$ cat src/hw/rtl/hex_patch_text_to_segment_writes_defines.svh
// ----------------------------------------------------------------------------
// Patch converter assertion macros
// Assertion macros shared by the patch converter modules.
// ----------------------------------------------------------------------------
`ifndef HEX_PATCH_TEXT_TO_SEGMENT_WRITES_DEFINES_SVH
`define HEX_PATCH_TEXT_TO_SEGMENT_WRITES_DEFINES_SVH
// Implication that must hold at every clock edge outside reset.
`define HP_ASSERT_IMP(label, clk, rst, a, b) \
  label: assert property (@(posedge clk) disable iff (rst) (a) |-> (b)) \
    else $error("check failed");
// Implication whose consequent is checked in the cycle after the antecedent.
`define HP_ASSERT_NEXT(label, clk, rst, a, b) \
  label: assert property (@(posedge clk) disable iff (rst) (a) |=> (b)) \
    else $error("check failed");
`endif

$ cat src/hw/rtl/hptsw_pkg.sv
// ----------------------------------------------------------------------------
// Patch converter package
// Types and constants shared by the front parser and the segment mapper.
// ----------------------------------------------------------------------------
`default_nettype none
package hptsw_pkg;
  localparam logic [1:0] FUNC_CLEAR  = 2'd0;
  localparam logic [1:0] FUNC_APPEND = 2'd1;
  localparam logic [1:0] FUNC_CHAR   = 2'd2;

  localparam logic [7:0] CH_LF    = 8'd10;
  localparam logic [7:0] CH_CR    = 8'd13;
  localparam logic [7:0] CH_SPACE = 8'd32;
  localparam logic [7:0] CH_NUL   = 8'd0;
  localparam logic [7:0] CH_HASH  = 8'h23;
  localparam logic [7:0] CH_SEMI  = 8'h3b;

  typedef enum logic [2:0] {
    PH_LINE, PH_SKIP, PH_OFS, PH_FIELD2, PH_DATA, PH_PAIR
  } phase_t;

  typedef enum logic [1:0] {CMD_CLEAR, CMD_APPEND, CMD_WRITE} cmd_kind_t;

  typedef struct packed {
    cmd_kind_t   kind;
    logic [31:0] a;
    logic [31:0] b;
  } cmd_t;

  typedef enum logic [1:0] {MS_IDLE, MS_READ, MS_CHECK} map_state_t;

  function automatic logic [4:0] hex_val(input logic [7:0] c);
    logic [4:0] r;
    r = 5'd0;
    if (c >= 8'h30 && c <= 8'h39) r = {1'b1, 4'(c - 8'h30)};
    else if (c >= 8'h61 && c <= 8'h66) r = {1'b1, 4'(c - 8'h57)};
    else if (c >= 8'h41 && c <= 8'h46) r = {1'b1, 4'(c - 8'h37)};
    return r;
  endfunction
endpackage
`default_nettype wire

$ cat src/hw/rtl/hptsw_ram.sv
// ----------------------------------------------------------------------------
// Generic RAM
// One write port, one read port with registered read data.
// ----------------------------------------------------------------------------
`default_nettype none
module hptsw_ram #(
  parameter int Width = 32,
  parameter int Depth = 64
) (
  input  wire logic                     clk,
  input  wire logic                     we,
  input  wire logic [$clog2(Depth)-1:0] waddr,
  input  wire logic [Width-1:0]         wdata,
  input  wire logic [$clog2(Depth)-1:0] raddr,
  output logic      [Width-1:0]         rdata
);
  logic [Width-1:0] mem [Depth];

  always_ff @(posedge clk) begin
    if (we) begin
      mem[waddr] <= wdata;
    end
    rdata <= mem[raddr];
  end
endmodule
`default_nettype wire

$ cat src/hw/rtl/hptsw_front.sv
// ----------------------------------------------------------------------------
// Patch text front end
// Accepts items, parses patch text and issues table and write commands.
// ----------------------------------------------------------------------------
`default_nettype none
`include "hex_patch_text_to_segment_writes_defines.svh"
module hptsw_front
  import hptsw_pkg::*;
(
  input  wire logic        clk,
  input  wire logic        rst,
  input  wire logic        in_valid,
  output logic             in_ready,
  input  wire logic [1:0]  func,
  input  wire logic [31:0] seg_base,
  input  wire logic [31:0] seg_length,
  input  wire logic [7:0]  text_char,
  input  wire logic        text_last,
  output logic             cmd_valid,
  input  wire logic        cmd_ready,
  output cmd_t             cmd
);
  phase_t      phase, phase_next;
  logic [31:0] offset, offset_next;
  logic [3:0]  digits, digits_next;
  logic [4:0]  high_nibble, high_nibble_next;
  logic        emit;
  logic [7:0]  wbyte;
  logic [4:0]  h;
  logic        acc;

  assign in_ready = !cmd_valid || cmd_ready;
  assign acc = in_valid && in_ready;
  assign h = hex_val(text_char);

  always_comb begin
    phase_next = phase;
    offset_next = offset;
    digits_next = digits;
    high_nibble_next = high_nibble;
    emit = 1'b0;
    wbyte = 8'd0;
    case (phase)
      PH_LINE, PH_OFS: begin
        if (phase == PH_LINE && text_char == CH_LF) begin
          phase_next = PH_LINE;
        end else if (phase == PH_LINE && (text_char == CH_HASH || text_char == CH_SEMI ||
                     text_char == CH_CR || text_char == CH_SPACE ||
                     text_char == CH_NUL)) begin
          phase_next = PH_SKIP;
        end else begin
          if (phase == PH_LINE) begin
            offset_next = 32'd0;
            digits_next = 4'd0;
          end
          phase_next = PH_OFS;
          if (text_char == CH_LF) begin
            phase_next = PH_LINE;
            offset_next = 32'd0;
            digits_next = 4'd0;
            high_nibble_next = 5'd0;
          end else if (text_char == CH_SPACE) begin
            phase_next = PH_FIELD2;
          end else if (h[4] && digits_next < 4'd8) begin
            offset_next = {offset_next[27:0], h[3:0]};
            digits_next = digits_next + 4'd1;
          end else begin
            digits_next = 4'd8;
          end
        end
      end
      PH_FIELD2: begin
        if (text_char == CH_LF) begin
          phase_next = PH_LINE;
          offset_next = 32'd0;
          digits_next = 4'd0;
          high_nibble_next = 5'd0;
        end else if (text_char == CH_SPACE) begin
          phase_next = PH_DATA;
        end
      end
      PH_DATA, PH_PAIR: begin
        if (text_char == CH_LF) begin
          phase_next = PH_LINE;
          offset_next = 32'd0;
          digits_next = 4'd0;
          high_nibble_next = 5'd0;
        end else if (text_char == CH_CR || text_char == CH_NUL) begin
          high_nibble_next = 5'd0;
          phase_next = PH_SKIP;
        end else if (phase == PH_DATA) begin
          high_nibble_next = h;
          phase_next = PH_PAIR;
        end else begin
          if (high_nibble[4]) begin
            wbyte = h[4] ? {high_nibble[3:0], h[3:0]} : {4'd0, high_nibble[3:0]};
          end
          emit = 1'b1;
          offset_next = offset + 32'd1;
          high_nibble_next = 5'd0;
          phase_next = PH_DATA;
        end
      end
      default: begin
        if (text_char == CH_LF) begin
          phase_next = PH_LINE;
          offset_next = 32'd0;
          digits_next = 4'd0;
          high_nibble_next = 5'd0;
        end else begin
          phase_next = PH_SKIP;
        end
      end
    endcase
    if (text_last) begin
      phase_next = PH_LINE;
      offset_next = 32'd0;
      digits_next = 4'd0;
      high_nibble_next = 5'd0;
    end
  end

  always_ff @(posedge clk) begin
    if (rst) begin
      phase <= PH_LINE;
      offset <= 32'd0;
      digits <= 4'd0;
      high_nibble <= 5'd0;
      cmd_valid <= 1'b0;
    end else begin
      if (cmd_valid && cmd_ready) begin
        cmd_valid <= 1'b0;
      end
      if (acc) begin
        case (func)
          FUNC_CLEAR: begin
            cmd_valid <= 1'b1;
            cmd.kind <= CMD_CLEAR;
          end
          FUNC_APPEND: begin
            cmd_valid <= 1'b1;
            cmd.kind <= CMD_APPEND;
            cmd.a <= seg_base;
            cmd.b <= seg_length;
          end
          FUNC_CHAR: begin
            phase <= phase_next;
            offset <= offset_next;
            digits <= digits_next;
            high_nibble <= high_nibble_next;
            if (emit) begin
              cmd_valid <= 1'b1;
              cmd.kind <= CMD_WRITE;
              cmd.a <= offset;
              cmd.b <= {24'd0, wbyte};
            end
          end
          default: begin
          end
        endcase
      end
    end
  end

  `HP_ASSERT_NEXT(a_hold, clk, rst, cmd_valid && !cmd_ready, cmd_valid && $stable(cmd))
  `HP_ASSERT_IMP(a_digits, clk, rst, 1'b1, digits <= 4'd8)
  `HP_ASSERT_IMP(a_nib, clk, rst, phase != PH_PAIR && phase != PH_DATA, high_nibble == 5'd0)
endmodule
`default_nettype wire

$ cat src/hw/rtl/hptsw_back.sv
// ----------------------------------------------------------------------------
// Segment mapper
// Holds the segment table and walks it to place each patch byte.
// ----------------------------------------------------------------------------
`default_nettype none
`include "hex_patch_text_to_segment_writes_defines.svh"
module hptsw_back
  import hptsw_pkg::*;
#(
  parameter int MaxSegments = 64
) (
  input  wire logic        clk,
  input  wire logic        rst,
  input  wire logic        cmd_valid,
  output logic             cmd_ready,
  input  wire cmd_t        cmd,
  output logic             out_valid,
  input  wire logic        out_ready,
  output logic [31:0]      write_address,
  output logic [7:0]       write_byte
);
  localparam int Aw = (MaxSegments > 1) ? $clog2(MaxSegments) : 1;
  localparam int Cw = $clog2(MaxSegments + 1);

  map_state_t  state, state_next;
  logic [Cw-1:0] count;
  logic [Aw-1:0] idx;
  logic [31:0] rel;
  logic [7:0]  val;
  logic [31:0] base_q, len_q;
  logic        we;
  logic        last;
  logic        hit;
  logic        load;

  assign we = (state == MS_IDLE) && cmd_valid && cmd.kind == CMD_APPEND &&
              count < Cw'(MaxSegments);

  hptsw_ram #(.Width(32), .Depth(1 << Aw)) u_base (
    .clk(clk), .we(we), .waddr(count[Aw-1:0]), .wdata(cmd.a),
    .raddr(idx), .rdata(base_q));
  hptsw_ram #(.Width(32), .Depth(1 << Aw)) u_len (
    .clk(clk), .we(we), .waddr(count[Aw-1:0]), .wdata(cmd.b),
    .raddr(idx), .rdata(len_q));

  assign last = (Cw'(idx) + Cw'(1)) >= count;
  assign hit = rel < len_q;
  assign load = (state == MS_CHECK) && hit && (!out_valid || out_ready);

  always_comb begin
    state_next = state;
    case (state)
      MS_IDLE: begin
        if (cmd_valid && cmd.kind == CMD_WRITE && count != '0) state_next = MS_READ;
      end
      MS_READ: state_next = MS_CHECK;
      MS_CHECK: begin
        if (hit) begin
          if (load) state_next = MS_IDLE;
        end else if (last) state_next = MS_IDLE;
        else state_next = MS_READ;
      end
      default: state_next = MS_IDLE;
    endcase
  end

  always_comb begin
    cmd_ready = (state == MS_IDLE);
  end

  always_ff @(posedge clk) begin
    if (rst) begin
      out_valid <= 1'b0;
    end else if (load) begin
      out_valid <= 1'b1;
    end else if (out_ready) begin
      out_valid <= 1'b0;
    end
  end

  always_ff @(posedge clk) begin
    if (rst) begin
      state <= MS_IDLE;
      count <= '0;
      idx <= '0;
    end else begin
      state <= state_next;
      case (state)
        MS_IDLE: begin
          idx <= '0;
          if (cmd_valid) begin
            case (cmd.kind)
              CMD_CLEAR: count <= '0;
              CMD_APPEND: if (we) count <= count + Cw'(1);
              default: begin
              end
            endcase
          end
        end
        MS_CHECK: begin
          if (hit) begin
            if (load) begin
              write_address <= base_q + rel;
              write_byte <= val;
            end
          end else if (!last) begin
            rel <= rel - len_q;
            idx <= idx + Aw'(1);
          end
        end
        default: begin
        end
      endcase
    end
    if (state == MS_IDLE && cmd_valid) begin
      rel <= cmd.a;
      val <= cmd.b[7:0];
    end
  end

  `HP_ASSERT_IMP(a_count, clk, rst, 1'b1, count <= Cw'(MaxSegments))
  `HP_ASSERT_NEXT(a_out, clk, rst, out_valid && !out_ready,
                  out_valid && $stable(write_address))
  `HP_ASSERT_IMP(a_idx, clk, rst, state == MS_CHECK, Cw'(idx) < count)
endmodule
`default_nettype wire

$ cat src/hw/rtl/hex_patch_text_to_segment_writes.sv
// Path: command register, a read and a check per segment walked, output register.
// Throughput: one item per cycle for non-writing items unless a command waits on a
// busy mapper; a patch byte holds the mapper through its one-port table walk.
// Reset (rst, synchronous) empties the table and returns the parser to line start.
// ----------------------------------------------------------------------------
// Patch text to segment writes
// Parses patch text and maps each patch byte through the segment table.
// ----------------------------------------------------------------------------
`default_nettype none
module hex_patch_text_to_segment_writes
  import hptsw_pkg::*;
#(
  parameter int MAX_SEGMENTS = 64
) (
  input  wire logic        clk,
  input  wire logic        rst,
  input  wire logic        s_axis_tvalid,
  output logic             s_axis_tready,
  // seg_base[31:0], seg_length[63:32], text_char[71:64]
  input  wire logic [71:0] s_axis_tdata,
  // func
  input  wire logic [1:0]  s_axis_tuser,
  input  wire logic        s_axis_tlast,
  output logic             m_axis_tvalid,
  input  wire logic        m_axis_tready,
  // write_address[31:0], write_byte[39:32]
  output logic [39:0]      m_axis_tdata
);
  logic cmd_valid;
  logic cmd_ready;
  cmd_t cmd;
  logic [31:0] write_address;
  logic [7:0]  write_byte;

  hptsw_front u_front (
    .clk(clk), .rst(rst),
    .in_valid(s_axis_tvalid), .in_ready(s_axis_tready),
    .func(s_axis_tuser), .seg_base(s_axis_tdata[31:0]),
    .seg_length(s_axis_tdata[63:32]), .text_char(s_axis_tdata[71:64]),
    .text_last(s_axis_tlast),
    .cmd_valid(cmd_valid), .cmd_ready(cmd_ready), .cmd(cmd));

  hptsw_back #(.MaxSegments(MAX_SEGMENTS)) u_back (
    .clk(clk), .rst(rst),
    .cmd_valid(cmd_valid), .cmd_ready(cmd_ready), .cmd(cmd),
    .out_valid(m_axis_tvalid), .out_ready(m_axis_tready),
    .write_address(write_address), .write_byte(write_byte));

  assign m_axis_tdata = {write_byte, write_address};
endmodule
`default_nettype wire
$ cat config.mk
export PLATFORM = sky130hd
export DESIGN_NAME = hex_patch_text_to_segment_writes
export DESIGN_NICKNAME = d
export VERILOG_FILES = /design/src/hw/rtl/hptsw_pkg.sv /design/src/hw/rtl/hptsw_ram.sv /design/src/hw/rtl/hptsw_front.sv /design/src/hw/rtl/hptsw_back.sv /design/src/hw/rtl/hex_patch_text_to_segment_writes.sv
export VERILOG_INCLUDE_DIRS = /design/src /design/src/hw/rtl
export SDC_FILE = /design/constraint.sdc
export NUM_CORES = 2
export LEC_CHECK = 0
export BUFFER_PORTS_ARGS = -buffer_cell sky130_fd_sc_hd__buf_2
export CAP_MARGIN = 20
export CORE_ASPECT_RATIO = 0.5
export CORE_MARGIN = 2
export CORE_UTILIZATION = 59
export CTS_BUF_LIST = sky130_fd_sc_hd__clkbuf_4
export CTS_CLUSTER_DIAMETER = 80
export DETAILED_ROUTE_END_ITERATION = 6
export PLACE_DENSITY = 0.81
export SYNTH_ARGS = -nofsm -noshare
export SYNTH_HDL_FRONTEND = slang
export SYNTH_HIERARCHICAL = 1
export SYNTH_SLANG_ARGS = --single-unit
$ cat constraint.sdc
create_clock -name clk -period 5.5 [get_ports clk]
set_input_delay 0.275 -clock clk [delete_from_list [all_inputs] [get_ports clk]]
set_output_delay 0.275 -clock clk [all_outputs]
set_load 0.01 [all_outputs]
==> results.tsv <==
stage	metric	value	unit
outcome	violated checks	DRC	
sta	min cycle time layout	4.22	ns
placed_design	gp weighted congestion	0.920	
run	count of maximum capacitance violations	0	
placed_design	detailed placement HPWL	257	mm
outcome	run status	finished, violations left	
finish	layout-stage area growth over the synthesis result	12.1	%
hold_path	hold path startpoint	s_axis_tuser[1]	
critical_path	highest fanout seen on the critical path	18	
critical_path	Reg2Reg Launch Point	u_back/state[1]	
logic_synthesis	cell count after synthesis	8193	
critical_path	crit path capture type	flip-flop	
logic_synthesis	syn_nets	8357	
route	Avg WL per Cell	32.9	um
die	floorplan die area	294000	um^2
sta	Slew HR	19.7	%
critical_path	critical path class	reg2reg	
logic_synthesis	number of library cell types mapped by synthesis	113	
route	detailed-route vias per instance	6.82	
sta	Final Hold Viols	0	
critical_path	Worst EP arrival	5.23	ns
logic_synthesis	share of the yosys chip area belonging to registers	76.0	%
sta	maximum achievable frequency	237	MHz
finish	fraction of final layout cells sized beyond drive strength 1	30.8	%
hold_path	type of the tightest min-delay check	in2reg	
logic_synthesis	total of flip-flops plus latches after synthesis	4367	
power	worst IR drop on VDD	0.192	mV
cts	CTS tree	built	
cts	Clock Root Buffer	clkbuf_4	
critical_path	endpoint of the lowest-slack register-to-register path	u_back/u_len/mem[46][24]	
logic_synthesis	post-synthesis instance area	171000	um^2
power	total power draw	61.1	mW
global_route	aggregate global routing overflow	0	
route	DR vias	94500	
finish	post-layout util	66.6	%
cts	CTS sink count	4367	
sta	worst clock skew on the final layout	0.124	ns
die	Chip Height	385	um
sta	post-route clock period utilization	76.7	%
logic_synthesis	mean instance size in the synthesized netlist	20.9	um^2
finish	nets@finish	9497	
power	total power density per cell area	319	nW/um^2
cts	# resized after CTS	0	
route	DRT Pass-1 Iters	7	
route	DRC violation count after routing	1	
die	number of rows created at floorplan	139	
logic_synthesis	number of flops mapped to enable cells by yosys	4242	
die	Core Box Area	287000	um^2
logic_synthesis	Primary FF master, synth	edfxtp_1	
sta	Final TNS setup	0	ns
cts	insertion delay of the later-clocked pin in the worst-skew pair	1.42	ns
critical_path	Worst EP required	6.51	ns
global_route	global-route wire length before repair	652	mm
finish	number of cells in the finished layout apart from fillers	13900	
global_route	number of global-route vias before repair	94700	
global_route	antenna violations before repair	35	
hold_path	number of instances on the worst hold path	4	
power	leak pwr	59.4	nW
global_route	pin count of the biggest net entering global routing	115	
placed_design	number of buffers inserted by port buffering	120	
sta	max-slew violation count	0	
placed_design	number of placed instances, taps included	12100	
sta	Final setup viols	0	
logic_synthesis	share of flip-flops with an asynchronous set or reset after synthesis	0	%
die	IO Count	121	
die	Initial Util	59.4	%
critical_path	flop2flop setup slack	1.28	ns
logic_synthesis	total number of yosys warnings	6	
cts	clock input transition at the sequential cells of the worst setup and hold paths	0.07	ns
cts	count of H-tree levels built during CTS	6	
route	ANT nets after route	0	
sta	RSZ-0062 raised after global routing	false	
critical_path	worst r2r path cells	8	
critical_path	startpoint type of the worst setup path	flip-flop	
sta	worst slew pin tran	1.20	ns
hold_path	hold path endpoint	u_front/cmd[64]	
route	DRT iter0 DRCs	16100	
cts	number of buffers inserted during clock tree synthesis	906	
route	overall routed net length	456	mm
sta	hold_ws	0.185	ns
cts	clk buf depth	4	
die	width of the die	765	um
global_route	Overall Global Routing Usage	30.9	%
==> repair_timing <==
| action | in CTS | in global routing |
|---|---|---|
| buffers inserted | 0 | 0 |
| hold buffers | 225 | 0 |
| hold endpoints to repair | 265 | 0 |
==> stage by stage <==
| stage | cell area [um^2] | worst slack (ns) |
|---|---|---|
| 6_report | 192000 | 1.28 |
| 5_1_grt | 191000 | 1.18 |
| 2_1_floorplan | 171000 | 0.437 |
| 3_3_place_gp | 178000 | 1.14 |
| 4_1_cts | 191000 | 1.04 |
| 3_5_place_dp | 178000 | 1.04 |
==> how the worst max path moves through the flow <==
| stage | startpoint | cells after the start | to |
|---|---|---|---|
| CTS | u_back/state[1] | 7 | u_back/u_base/mem[41][21] |
| detailed placement | u_back/state[1] | 7 | u_back/u_base/mem[41][23] |
| global route | u_back/state[1] | 8 | u_back/u_len/mem[30][11] |
| floorplan | u_back/rel[27] | 10 | u_back/rel[0] |
| global placement | u_back/state[1] | 7 | u_back/u_base/mem[41][23] |
| finish | u_back/state[1] | 8 | u_back/u_len/mem[46][24] |
==> state kept, by name, summed over array words and instances (netlist names) <==
signal	cells
u_back/val	8
u_back/idx	6
u_back/write_address	32
u_front/digits	4
u_front/cmd	66
u_back/out_valid	1
u_front/offset	32
u_back/u_base/mem	2048
u_front/cmd_valid	1
u_back/u_len/mem	2048
u_front/high_nibble	5
u_back/u_len/rdata	32
u_front/phase	3
u_back/rel	32
u_back/u_base/rdata	32
u_back/state	2
u_back/write_byte	8
u_back/count	7
==> cell type report <==
class                      count  area [um^2]
tap                         3877         4850
sequential                  4367       130000
clock buffer                1347        10100
clock inverter               209         1280
inverter                      83          312
antenna                       15         37.5
timing repair buffer         680         5760
multi-input combinational   3295        39300
fill                       17200        96000
==> per-layer routing <==
layer | track usage (%) | wire length, um | vias up
li1 | - | - | 37200
met1 | 41.1 | 153000 | 47500
met2 | 47.4 | 211000 | 8429
met3 | 9.30 | 65900 | 1409
met4 | 15.1 | 25400 | 34
met5 | 0 | 211 | -
==> critical path, cell delays in order (launching register included) <==
cell and delay [ns]:
dfxtp_1 0.47, nor2_1 0.22, nand2_1 0.12, nor4b_2 0.32
clkbuf_4 0.30, nor2b_1 0.28, nand3_1 0.74, nor2_4 0.88
buf_4 0.50
==> cell usage after synthesis (20+ instances only) <==
cell type	count	share of area [%]
edfxtp_1	4242	75
mux4_2	990	13
nor2_1	301	0.66
mux2i_1	296	1.7
a21oi_1	200	0.59
clkbuf_1	189	0.42
nand2_1	151	0.33
o22ai_1	142	0.52
a22oi_1	140	0.62
dfxtp_1	125	1.5
buf_2	119	0.35
nand3_1	95	0.28
o21ai_0	89	0.26
ha_1	83	0.61
inv_1	82	0.18
nor2b_1	61	0.22
buf_4	56	0.25
o221ai_1	47	0.24
xnor2_1	42	0.22
buf_6	40	0.26
nor3_1	39	0.11
a31oi_1	37	0.14
nand2b_1	36	0.13
a21o_1	34	0.15
a211oi_1	33	0.14
mux2_2	33	0.22
buf_1	32	0.070
and3_1	30	0.11
o211ai_1	30	0.13
xor2_1	20	0.10
==> power by group <==
group          switching, mW  internal (mW)
sequential            0.0255           36.2
combinational          0.592          0.262
clock                   12.1           11.9
total                   12.8           48.4
==> cells in the final DEF (no fill, tap or decap), types with 19 or more instances in the layout <==
master and instances:
edfxtp_1 4242, clkbuf_4 1349, mux4_2 990, buf_4 302
mux2i_1 296, dlygate4sd3_1 225, a21oi_1 200, nor2_1 171
clkinv_1 153, nand2_1 150, o22ai_1 142, a22oi_1 140
nor2_4 129, buf_2 120, dfxtp_1 119, nand3_1 95
o21ai_0 88, ha_1 82, inv_1 81, nor2b_1 58
o221ai_1 47, xnor2_1 42, a31oi_1 37, nor3_1 37
nand2b_1 36, a21o_1 34, a211oi_1 33, mux2_2 33
and3_1 30, o211ai_1 30, buf_12 23, xor2_1 20
or3_1 19, a22o_1 19
==> cells by family after synthesis <==
kind of cell	synth area share [%]
adders and majority gates	0.631
muxes	15.0
xor gates and xnor gates	0.318
and+or+nand+nor	2.54
AOI/OAI and AO/OA	3.86
DFF	76.0
buffers and inverters	1.62
No activity file was read; power rests on OpenSTA's default activity.
